`src/rtl/rapr_pkg.sv`:
```
`timescale 1ns / 1ps
`default_nettype none
// ----------------------------------------------------------------------------
// rapr_pkg: shared types and constants for the roll angle regulator
// Beat payload structs, register indexes, sequencer states and step codes.
// ----------------------------------------------------------------------------
package rapr_pkg;

   // register port geometry
   localparam int CSR_INDEX_W = 3;
   localparam int CSR_DATA_W  = 20;

   // field widths
   localparam int ANGLE_W  = 16;
   localparam int DT_W     = 16;
   localparam int GAIN_W   = 20;
   localparam int LIMIT_W  = 15;
   localparam int THRUST_W = 13;
   localparam int INTEG_W  = 48;
   localparam int DRIVE_W  = 48;

   // restoring divider: (|diff| << 20) / dt
   localparam int RATE_SHIFT = 20;
   localparam int QUO_W      = ANGLE_W + RATE_SHIFT;   // 36
   localparam int CNT_W      = 6;

   // shared multiplier: 24 x 20 bits
   localparam int MUL_A_W  = 24;
   localparam int MUL_P_W  = MUL_A_W + GAIN_W;         // 44
   localparam int ACC_W    = MUL_P_W + MUL_A_W;        // 68

   // reset values of the registers
   localparam logic [GAIN_W-1:0]   ERROR_GAIN_RST    = 20'd27118;
   localparam logic [GAIN_W-1:0]   RATE_GAIN_RST     = 20'd6531;
   localparam logic [GAIN_W-1:0]   INTEGRAL_GAIN_RST = 20'd87228;
   localparam logic [LIMIT_W-1:0]  DRIVE_LIMIT_RST   = 15'd1229;
   localparam logic [THRUST_W-1:0] THRUST_LEVEL_RST  = 13'd2048;

   typedef enum logic [CSR_INDEX_W-1:0] {
      CSR_ERROR_GAIN    = 3'd0,
      CSR_RATE_GAIN     = 3'd1,
      CSR_INTEGRAL_GAIN = 3'd2,
      CSR_DRIVE_LIMIT   = 3'd3,
      CSR_THRUST_LEVEL  = 3'd4
   } csr_index_type;

   typedef enum logic [1:0] {
      ST_IDLE,
      ST_DIVIDE,
      ST_MULTIPLY
   } state_type;

   // multiply/accumulate step codes
   localparam logic [2:0] STEP_P_ISSUE  = 3'd0;
   localparam logic [2:0] STEP_R_LO     = 3'd1;
   localparam logic [2:0] STEP_R_HI     = 3'd2;
   localparam logic [2:0] STEP_I_LO     = 3'd3;
   localparam logic [2:0] STEP_I_HI     = 3'd4;
   localparam logic [2:0] STEP_INCR     = 3'd5;
   localparam logic [2:0] STEP_I_FOLD   = 3'd6;
   localparam logic [2:0] STEP_FINISH   = 3'd7;

   typedef struct packed {
      logic signed [ANGLE_W-1:0] measured_angle;
      logic signed [ANGLE_W-1:0] target_angle;
      logic        [DT_W-1:0]    step_time;
   } req_payload_type;

   typedef struct packed {
      logic signed [ANGLE_W-1:0] roll_drive;
      logic        [THRUST_W-1:0] thrust_drive;
   } rsp_payload_type;

endpackage
`default_nettype wire

```
`src/rtl/roll_angle_pid_regulator_unit.sv`:
```
`timescale 1ns / 1ps
`default_nettype none
// ----------------------------------------------------------------------------
// roll_angle_pid_regulator_unit: PID roll regulator, derivative on measurement
// One drive beat per angle beat, computed by a bit-serial divider and one
// shared 24x20 multiplier under a step sequencer.
// ----------------------------------------------------------------------------
// The response beat is loaded once the restoring divider has formed the
// angle rate (one quotient bit per cycle) and the multiply/accumulate steps
// on the shared 24x20 multiplier have run (proportional, two rate partials,
// two integral partials, the integral increment, the integral fold, then
// clamp and integral update). The request side stalls while an item is in
// work and reopens on the edge that loads the response register, so no new
// request beat is taken until the last one's response is loaded; a waiting
// response holds the last step until it is taken. Registers may be written
// only while the block is idle.
module roll_angle_pid_regulator_unit (
   input  wire                                 clock,
   input  wire                                 reset,
   input  wire                                 req_valid,
   output logic                                req_stall,
   input  rapr_pkg::req_payload_type           req_payload,
   output logic                                rsp_valid,
   input  wire                                 rsp_stall,
   output rapr_pkg::rsp_payload_type           rsp_payload,
   input  wire                                 csr_write_enable,
   input  wire  [rapr_pkg::CSR_INDEX_W-1:0]    csr_index,
   input  wire  [rapr_pkg::CSR_DATA_W-1:0]     csr_write_data
);
   import rapr_pkg::*;

   // configuration registers
   logic [GAIN_W-1:0]   error_gain_ff, error_gain_in;
   logic [GAIN_W-1:0]   rate_gain_ff, rate_gain_in;
   logic [GAIN_W-1:0]   integral_gain_ff, integral_gain_in;
   logic [LIMIT_W-1:0]  drive_limit_ff, drive_limit_in;
   logic [THRUST_W-1:0] thrust_level_ff, thrust_level_in;

   // control
   state_type        state_ff, state_in;
   logic [CNT_W-1:0] cnt_ff, cnt_in;
   logic [2:0]       step_ff, step_in;
   logic             rsp_valid_ff, rsp_valid_in;

   // regulator state
   logic signed [ANGLE_W-1:0] prev_angle_ff, prev_angle_in;
   logic signed [INTEG_W-1:0] integ_ff, integ_in;

   // per-item working registers
   logic [DT_W-1:0]           dt_ff, dt_in;
   logic [ANGLE_W-1:0]        emag_ff, emag_in;
   logic                      eneg_ff, eneg_in;
   logic                      dneg_ff, dneg_in;
   logic [INTEG_W-1:0]        imag_ff, imag_in;
   logic                      ineg_ff, ineg_in;
   logic [DT_W-1:0]           rem_ff, rem_in;
   logic [QUO_W-1:0]          quo_ff, quo_in;
   logic [MUL_P_W-1:0]        prod_ff, prod_in;
   logic [ACC_W-1:0]          acc_ff, acc_in;
   logic signed [DRIVE_W-1:0] drive_ff, drive_in;
   rsp_payload_type           rsp_payload_ff, rsp_payload_in;

   // combinational helpers
   logic signed [ANGLE_W:0]   diff;
   logic signed [ANGLE_W:0]   err;
   logic [DT_W:0]             trial;
   logic                      trial_ge;
   logic [MUL_A_W-1:0]        mul_a;
   logic [GAIN_W-1:0]         mul_b;
   logic [DRIVE_W-1:0]        term;
   logic                      term_sub;
   logic                      fold_en;
   logic signed [32:0]        incr;
   logic signed [INTEG_W:0]   integ_sum;
   logic signed [DRIVE_W-1:0] lim_pos;
   logic signed [DRIVE_W-1:0] clamped;
   logic                      out_free;

   assign req_stall   = (state_ff != ST_IDLE);
   assign rsp_valid   = rsp_valid_ff;
   assign rsp_payload = rsp_payload_ff;

   // input differences, taken at the accept cycle
   always_comb begin
      diff = {req_payload.measured_angle[ANGLE_W-1], req_payload.measured_angle}
           - {prev_angle_ff[ANGLE_W-1], prev_angle_ff};
      err  = {req_payload.target_angle[ANGLE_W-1], req_payload.target_angle}
           - {req_payload.measured_angle[ANGLE_W-1], req_payload.measured_angle};
   end

   // divider trial subtract
   always_comb begin
      trial    = {rem_ff, quo_ff[QUO_W-1]};
      trial_ge = (trial >= {1'b0, dt_ff});
   end

   // shared multiplier operand select
   always_comb begin
      case (step_ff)
         STEP_P_ISSUE: begin
            mul_a = {{(MUL_A_W-ANGLE_W){1'b0}}, emag_ff};
            mul_b = error_gain_ff;
         end
         STEP_R_LO: begin
            mul_a = quo_ff[MUL_A_W-1:0];
            mul_b = rate_gain_ff;
         end
         STEP_R_HI: begin
            mul_a = {{(2*MUL_A_W-QUO_W){1'b0}}, quo_ff[QUO_W-1:MUL_A_W]};
            mul_b = rate_gain_ff;
         end
         STEP_I_LO: begin
            mul_a = imag_ff[MUL_A_W-1:0];
            mul_b = integral_gain_ff;
         end
         STEP_I_HI: begin
            mul_a = imag_ff[INTEG_W-1:MUL_A_W];
            mul_b = integral_gain_ff;
         end
         STEP_INCR: begin
            mul_a = {{(MUL_A_W-ANGLE_W){1'b0}}, emag_ff};
            mul_b = {{(GAIN_W-DT_W){1'b0}}, dt_ff};
         end
         default: begin
            mul_a = '0;
            mul_b = '0;
         end
      endcase
   end

   // term folded into the drive sum; proportional and rate terms subtract
   always_comb begin
      fold_en  = 1'b0;
      term     = acc_ff[DRIVE_W+11:12];
      term_sub = 1'b0;
      case (step_ff)
         STEP_R_HI: begin
            fold_en  = 1'b1;
            term_sub = !eneg_ff;
         end
         STEP_I_HI: begin
            fold_en  = 1'b1;
            term_sub = !dneg_ff;
         end
         STEP_I_FOLD: begin
            fold_en  = 1'b1;
            term     = {{(DRIVE_W-(ACC_W-32)){1'b0}}, acc_ff[ACC_W-1:32]};
            term_sub = ineg_ff;
         end
         default: begin
            fold_en  = 1'b0;
         end
      endcase
   end

   // integral update and drive clamp for the final step
   always_comb begin
      incr      = eneg_ff ? -$signed({1'b0, acc_ff[31:0]}) : $signed({1'b0, acc_ff[31:0]});
      integ_sum = {integ_ff[INTEG_W-1], integ_ff} + {{(INTEG_W-32){incr[32]}}, incr};
      lim_pos   = $signed({{(DRIVE_W-LIMIT_W){1'b0}}, drive_limit_ff});
      if (drive_ff > lim_pos) begin
         clamped = lim_pos;
      end else if (drive_ff < -lim_pos) begin
         clamped = -lim_pos;
      end else begin
         clamped = drive_ff;
      end
      out_free = !rsp_valid_ff || !rsp_stall;
   end

   // sequencer and datapath next values
   always_comb begin
      state_in         = state_ff;
      cnt_in           = cnt_ff;
      step_in          = step_ff;
      rsp_valid_in     = rsp_valid_ff;
      rsp_payload_in   = rsp_payload_ff;
      prev_angle_in    = prev_angle_ff;
      integ_in         = integ_ff;
      dt_in            = dt_ff;
      emag_in          = emag_ff;
      eneg_in          = eneg_ff;
      dneg_in          = dneg_ff;
      imag_in          = imag_ff;
      ineg_in          = ineg_ff;
      rem_in           = rem_ff;
      quo_in           = quo_ff;
      prod_in          = mul_a * mul_b;
      acc_in           = acc_ff;
      drive_in         = drive_ff;
      error_gain_in    = error_gain_ff;
      rate_gain_in     = rate_gain_ff;
      integral_gain_in = integral_gain_ff;
      drive_limit_in   = drive_limit_ff;
      thrust_level_in  = thrust_level_ff;

      // response beat taken
      if (rsp_valid_ff && !rsp_stall) begin
         rsp_valid_in = 1'b0;
      end

      // register writes
      if (csr_write_enable) begin
         case (csr_index)
            CSR_ERROR_GAIN:    error_gain_in    = csr_write_data[GAIN_W-1:0];
            CSR_RATE_GAIN:     rate_gain_in     = csr_write_data[GAIN_W-1:0];
            CSR_INTEGRAL_GAIN: integral_gain_in = csr_write_data[GAIN_W-1:0];
            CSR_DRIVE_LIMIT:   drive_limit_in   = csr_write_data[LIMIT_W-1:0];
            CSR_THRUST_LEVEL:  thrust_level_in  = csr_write_data[THRUST_W-1:0];
            default: ;
         endcase
      end

      case (state_ff)
         ST_IDLE: begin
            if (req_valid) begin
               dt_in         = (req_payload.step_time == '0) ? DT_W'(1)
                                                            : req_payload.step_time;
               dneg_in       = diff[ANGLE_W];
               emag_in       = err[ANGLE_W] ? ANGLE_W'(-err) : err[ANGLE_W-1:0];
               eneg_in       = err[ANGLE_W];
               imag_in       = integ_ff[INTEG_W-1] ? (~integ_ff + 1'b1) : integ_ff;
               ineg_in       = integ_ff[INTEG_W-1];
               rem_in        = '0;
               quo_in        = {(diff[ANGLE_W] ? ANGLE_W'(-diff) : diff[ANGLE_W-1:0]),
                                {RATE_SHIFT{1'b0}}};
               prev_angle_in = req_payload.measured_angle;
               drive_in      = '0;
               cnt_in        = CNT_W'(QUO_W - 1);
               state_in      = ST_DIVIDE;
            end
         end
         ST_DIVIDE: begin
            // one quotient bit per cycle
            rem_in = trial_ge ? DT_W'(trial - {1'b0, dt_ff}) : trial[DT_W-1:0];
            quo_in = {quo_ff[QUO_W-2:0], trial_ge};
            if (cnt_ff == '0) begin
               step_in  = STEP_P_ISSUE;
               state_in = ST_MULTIPLY;
            end else begin
               cnt_in = cnt_ff - 1'b1;
            end
         end
         ST_MULTIPLY: begin
            if (fold_en) begin
               drive_in = term_sub ? drive_ff - $signed(term) : drive_ff + $signed(term);
            end
            case (step_ff)
               STEP_R_LO, STEP_R_HI, STEP_I_HI, STEP_I_FOLD: begin
                  acc_in = {{(ACC_W-MUL_P_W){1'b0}}, prod_ff};
               end
               STEP_I_LO, STEP_INCR: begin
                  acc_in = acc_ff + {prod_ff, {MUL_A_W{1'b0}}};
               end
               default: ;
            endcase
            if (step_ff == STEP_FINISH) begin
               if (out_free) begin
                  if (integ_sum[INTEG_W] != integ_sum[INTEG_W-1]) begin
                     integ_in = integ_sum[INTEG_W] ? {1'b1, {(INTEG_W-1){1'b0}}}
                                                   : {1'b0, {(INTEG_W-1){1'b1}}};
                  end else begin
                     integ_in = integ_sum[INTEG_W-1:0];
                  end
                  rsp_payload_in.roll_drive   = clamped[ANGLE_W-1:0];
                  rsp_payload_in.thrust_drive = thrust_level_ff;
                  rsp_valid_in                = 1'b1;
                  state_in                    = ST_IDLE;
               end
            end else begin
               step_in = step_ff + 1'b1;
            end
         end
         default: begin
            state_in = ST_IDLE;
         end
      endcase
   end

   // control and state registers
   always_ff @(posedge clock) begin
      if (reset) begin
         state_ff         <= ST_IDLE;
         cnt_ff           <= '0;
         step_ff          <= STEP_P_ISSUE;
         rsp_valid_ff     <= 1'b0;
         prev_angle_ff    <= '0;
         integ_ff         <= '0;
         error_gain_ff    <= ERROR_GAIN_RST;
         rate_gain_ff     <= RATE_GAIN_RST;
         integral_gain_ff <= INTEGRAL_GAIN_RST;
         drive_limit_ff   <= DRIVE_LIMIT_RST;
         thrust_level_ff  <= THRUST_LEVEL_RST;
      end else begin
         state_ff         <= state_in;
         cnt_ff           <= cnt_in;
         step_ff          <= step_in;
         rsp_valid_ff     <= rsp_valid_in;
         prev_angle_ff    <= prev_angle_in;
         integ_ff         <= integ_in;
         error_gain_ff    <= error_gain_in;
         rate_gain_ff     <= rate_gain_in;
         integral_gain_ff <= integral_gain_in;
         drive_limit_ff   <= drive_limit_in;
         thrust_level_ff  <= thrust_level_in;
      end
   end

   // working registers, no reset
   always_ff @(posedge clock) begin
      dt_ff          <= dt_in;
      emag_ff        <= emag_in;
      eneg_ff        <= eneg_in;
      dneg_ff        <= dneg_in;
      imag_ff        <= imag_in;
      ineg_ff        <= ineg_in;
      rem_ff         <= rem_in;
      quo_ff         <= quo_in;
      prod_ff        <= prod_in;
      acc_ff         <= acc_in;
      drive_ff       <= drive_in;
      rsp_payload_ff <= rsp_payload_in;
   end

endmodule
`default_nettype wire

```
`config.mk`:
```
export PLATFORM = sky130hd
export DESIGN_NAME = roll_angle_pid_regulator_unit
export DESIGN_NICKNAME = d
export VERILOG_FILES = /design/src/rtl/rapr_pkg.sv /design/src/rtl/roll_angle_pid_regulator_unit.sv
export SDC_FILE = /design/constraint.sdc
export NUM_CORES = 2
export LEC_CHECK = 0
export BUFFER_PORTS_ARGS = -buffer_cell sky130_fd_sc_hd__buf_2
export CAP_MARGIN = 10
export CORE_UTILIZATION = 41
export CTS_BUF_LIST = sky130_fd_sc_hd__clkbuf_16
export CTS_CLUSTER_DIAMETER = 120
export DETAILED_ROUTE_END_ITERATION = 10
export PLACE_DENSITY_LB_ADDON = 0.12
export SLEW_MARGIN = 10
export SYNTH_ARGS = -nofsm -noshare
export SYNTH_HDL_FRONTEND = slang
export SYNTH_SLANG_ARGS = --single-unit
```
`constraint.sdc`:
```
create_clock -name clock -period 11.4 [get_ports clock]
set_input_delay 1.14 -clock clock [delete_from_list [all_inputs] [get_ports clock]]
set_output_delay 1.14 -clock clock [all_outputs]
set_load 0.03 [all_outputs]
```
# Word level (Yosys, flattened, before mapping)
# Cells that the tools add are included.
dict set report word_totals {
  word_cells 139
  out_inout_bits 31
  reg_bits 488
  in_bits 76
}
dict set report classes {
  order_cmp 3
  n_addsub 14
  muxes 38
  bitwise_logic 1
  mul 1
  reduce_logical 35
  n_eq_ne 21
}
# op n
set ops {}
lappend ops {{48-bit 2-to-1 mux} 6}
lappend ops {{68-bit case mux with 2 select lines} 1}
lappend ops {{24-bit case mux with 5 select lines} 1}
lappend ops {{48-bit case mux with 2 select lines} 1}
lappend ops {{16-bit 2-to-1 mux} 5}
lappend ops {{20-bit case mux with 4 select lines} 1}
lappend ops {{36-bit case mux with 2 select lines} 1}
lappend ops {{68-bit adder} 1}
lappend ops {{48-bit by 33-bit adder with 49-bit output} 1}
lappend ops {{48-bit by 1-bit adder with 48-bit output (second input constant)} 1}
lappend ops {{48-bit adder} 1}
lappend ops {{48-bit by 16-bit > comparator with 1-bit output} 1}
lappend ops {{48-bit < comparator} 1}
lappend ops {{15-bit negation with 48-bit output} 1}
lappend ops {{48-bit NOT} 1}
lappend ops {{48-bit subtractor} 1}
lappend ops {{47-bit 2-to-1 mux} 1}
lappend ops {{24-bit by 20-bit multiplier with 44-bit output} 1}
lappend ops {{36-bit 2-to-1 mux} 1}
lappend ops {{16-bit by 16-bit subtractor with 17-bit output} 2}
lappend ops {{33-bit 2-to-1 mux} 1}
lappend ops {{32-bit negation with 33-bit output} 1}
lappend ops {{16-bit negation} 2}
lappend ops {{16-bit case mux with 2 select lines} 1}
lappend ops {{34 further kinds} 78}

# Logic depth before layout (Yosys ltp)
dict set report depth {
  depth_word 6
  mapped_depth 37
  depth_no_buf 33
}

# Worst setup path before layout
# Ideal clock, no wire load.
dict set report synth_timing {
  path_type {register to register}
  startpoint {reg step_ff[0]}
  endpoint {reg prod_ff[43]}
  path_slack_ns 2.273
  stages_incl_launch_ff 36
  setup_time_ns 0.120
  path_buffers 5
  t_arrival_ns 9.007
  path_cell_list {dfxtp_1 inv_1 ha_1 clkbuf_1 clkbuf_1 nor2b_1 or2_2 clkbuf_1 a222oi_1 and2_1 clkbuf_1 clkbuf_1 nor2_1 fa_1 inv_1 fa_1 fa_1 inv_1 fa_1 fa_1 fa_1 inv_1 fa_1 inv_1 ha_1 a21o_1 a21oi_1 nor2_1 a2111o_1 a311o_1 a31oi_1 o21ai_0 a211o_1 a311o_1 a21oi_1 xnor2_1}
}
dict set report synth_via {
  elab_chain_len 4
  elab_cells_between_ends 12
}
# item line_no
set synth_lines {}
lappend synth_lines {{start, declared} roll_angle_pid_regulator_unit.sv:42} ;# logic [2:0] step_ff, step_in;
lappend synth_lines {{start signal, assigned} roll_angle_pid_regulator_unit.sv:297} ;# step_ff <= step_in;
lappend synth_lines {{3-bit equality test, or another cell as far along} roll_angle_pid_regulator_unit.sv:99} ;# case (step_ff)
lappend synth_lines {{2-bit OR reduction (no line)} --}
lappend synth_lines {{24-bit case mux with 5 select lines or 20-bit case mux with 4 select lines (tied branches)} roll_angle_pid_regulator_unit.sv:99}
lappend synth_lines {{24-bit by 20-bit multiplier with 44-bit output (*)} roll_angle_pid_regulator_unit.sv:188} ;# prod_in = mul_a * mul_b;
lappend synth_lines {{named net prod_in[43]} roll_angle_pid_regulator_unit.sv:58} ;# logic [MUL_P_W-1:0] prod_ff, prod_in;
lappend synth_lines {{end signal, assigned} roll_angle_pid_regulator_unit.sv:319} ;# prod_ff <= prod_in;
lappend synth_lines {{end, declared} roll_angle_pid_regulator_unit.sv:58}
# Mark *: on every way through the listed nets, which the timed path passes. The rest lies on a longest branch.
# A chain may end at the register's enable or synchronous reset.

# Worst setup path after layout
dict set report layout_timing {
  startpoint {reg step_ff[2]}
  endpoint {reg prod_ff[43]}
}
# The elaborated chain is that of the path after synthesis.

==> results by group <==
Run status
  • Status: complete, no violations

Worst setup path
  • Kind of critical path: flop to flop
  • Worst path max stage delay: about 920 ps
  • Worst R2R Setup Slack: roughly 1300 ps
  • Worst EP required: 11970 ps
  • Number of cells on the critical path: 28
  • Crit path max fanout: 27
  • Worst Setup End Kind: flop
  • R2r startpoint: step_ff[2]
  • Worst Setup Start Kind: flop
  • Worst reg2reg path depth: 28
  • End of the critical path: prod_ff[43]
  • FF-to-FF End: prod_ff[43]
  • CP max stage cell: nand4_1
  • Worst EP arrival: 10700 ps
  • Family with the most delay on the worst path: adder cells
  • CP startpoint: step_ff[2]
  • Crit-path most repeated cell: fa_1
  • Critical path buffer and inverter count: 5

Flow run
  • MaxCap Viol Count: 0

Logic synthesis
  • EDFF count, synth: 280
  • Synth area leaders: edfxtp_1, fa_1, ha_1, dfxtp_1, nand2_1
  • Seq cells post-synth: 488
  • Mapped Cells: 5795
  • Netlist cell types: between 70 and 80
  • Most frequent cell after synthesis: nand2_1
  • Fraction of registers with async set/reset: 0
  • Yosys warns: 0
  • Syn avg cell area: 8.587 um^2
  • Most used flip-flop cell after synthesis: edfxtp_1
  • Top cell type's share of synthesized area: 0.1690
  • Syn_nets: 6686
  • Sequential element share of the synthesized area: 0.2526
  • Post-Syn Area: 49760 um^2
  • Top cells by count, synth: nand2_1, inv_1, nor2_1
  • Post-synth top area cell: edfxtp_1

Detailed routing
  • Via/cell ratio: around 5.6
  • Initial DRC Count: 3373
  • Routed WL: 170200 um
  • Remaining DRCs: 0
  • DR vias: 41650
  • Drt pass-1 iters: 6
  • DRT antenna net count: 0
  • WL/cell: between 20 and 25 um

CTS
  • Max H-tree Level: 2
  • Clk_lat worst skew: 700 ps
  • Cts hold-fix bufs: 0
  • Post-CTS Setup Inserts: 0
  • Cts repair resizes: 0
  • Num CTS Buffers: 59
  • Longest Clk Path Bufs: 3
  • Clock slew at reported path FFs: 60 ps
  • Clock sinks: 488
  • CTS tree: yes
  • Root buf cell: clkbuf_16

Global route
  • M1 GR Usage: 0.3896
  • Global Route met3 Usage: 0.04464
  • Routing usage on met2: 0.4322
  • Number of global-route vias before repair: slightly above 40000
  • Pin count of the biggest net entering global routing: 93
  • Initial antenna violation count: 5
  • Most Used Layer, Global Route: met2
  • Total track usage: 0.2765
  • First-pass GRT wire length: 256300 um
  • Total grt overflow: 0

STA
  • Max Slew Vio Count: 0
  • Max Fclk: 98.71 MHz
  • Unrepaired setup endpoints after global routing: false
  • Fin crit period: 10130 ps
  • Worst-Margin Slew: roughly 1100 ps
  • Final hold viol count: 0
  • # setup viols final: 0
  • TNS Setup: 0 ps
  • Max Clock Skew: around 57 ps
  • Final period util: 0.8887
  • Rel. slew slack: 0.2318

Placement
  • Routability cong.: around 0.95
  • Post-DP HPWL: 134400 um
  • Port buffer count: 106

Min path
  • Hold path depth: 0
  • Min-Delay Path Class: flop to flop

Floorplanning
  • Die Y: 350.4 um
  • Die width: 350.4 um
  • Number of core rows: 127
  • I/O pins: 107
  • DIE AREA: between 100000 and 150000 um^2
  • Initial Util: 0.4142
  • Core area: 120100 um^2

Cells and area
  • Final Core Density: 0.4469
  • Share of post-route cells with drive strength above 1: 0.05537
  • Area Growth Syn to Fin: 7.895%
  • Nets: 6619
-- per-layer routing --
| layer | vias to the layer above | wire length [um] |
|---|---|---|
| met5 | - | 34 |
| met4 | 4 | 5629 |
| met3 | 250 | 12180 |
| met2 | 1366 | 75230 |
| met1 | 20380 | 77130 |
| li1 | 19650 | - |
-- cell type report --
type | count | area [um^2]
Fill cell | 12100 | 66440
Multi-Input combinational cell | 4424 | 33970
Sequential cell | 488 | 12570
Inverter | 584 | 2195
Tap cell | 1612 | 2017
Clock buffer | 60 | 1501
Timing Repair Buffer | 171 | 1021
Clock inverter | 52 | 417.9
Antenna cell | 1 | 2.502
-- logic make-up after synthesis --
kind of cell / Yosys count / synth area share
compound gates: 1172 / 0.1512
mux: 57 / 0.01154
xor+xnor: 353 / 0.06213
buf+inv: 883 / 0.06663
fa+ha+maj: 862 / 0.2744
simple gates: 1980 / 0.1814
flops: 488 / 0.2526
-- worst min-delay path by stage --
stage | endpoint | start | slack [ps]
3_3_place_gp | rsp_payload[0] | thrust_level_ff[0] | 410
5_1_grt | rsp_payload[4] | thrust_level_ff[4] | 440
3_5_place_dp | rsp_payload[3] | thrust_level_ff[3] | 420
4_1_cts | rsp_payload[11] | thrust_level_ff[11] | 430
6_report | rsp_payload[4] | thrust_level_ff[4] | 430
2_1_floorplan | rsp_payload[0] | thrust_level_ff[0] | 410
-- per-stage QoR --
stage / setup WS, ps / instances / area (um^2) / hold slack [ps]
after floorplan: 2273 / 5795 / 49760 / 408.1
after global placement: 1401 / 7279 / 51770 / 411.0
after detailed placement: 1298 / 7279 / 51770 / 416.2
after CTS: 1256 / 7391 / 53690 / 431.3
after global routing: 654.9 / 7392 / 53690 / 444.8
final: 1269 / 7392 / 53690 / 426.8
-- sequential cells by signal, indices dropped and copies added, names as in the netlist, 20 cells and up --
name              cells
prod_ff              44
quo_ff               36
rsp_payload          29
acc_ff               68
integral_gain_ff     20
error_gain_ff        20
imag_ff              48
drive_ff             48
rate_gain_ff         20
integ_ff             48
-- placed cells by master, fill, tap and decap left out, types with 136 or more instances in the layout --
cell / instances
a21o_1: 136
a21oi_1: 379
dfxtp_1: 208
edfxtp_1: 280
fa_1: 398
ha_1: 417
inv_1: 595
nand2_1: 843
nor2_1: 513
o21ai_0: 212
xnor2_1: 232
Power is not shown: default switching activity piles up to over one toggle a cycle in this logic, so the estimate is an artifact.
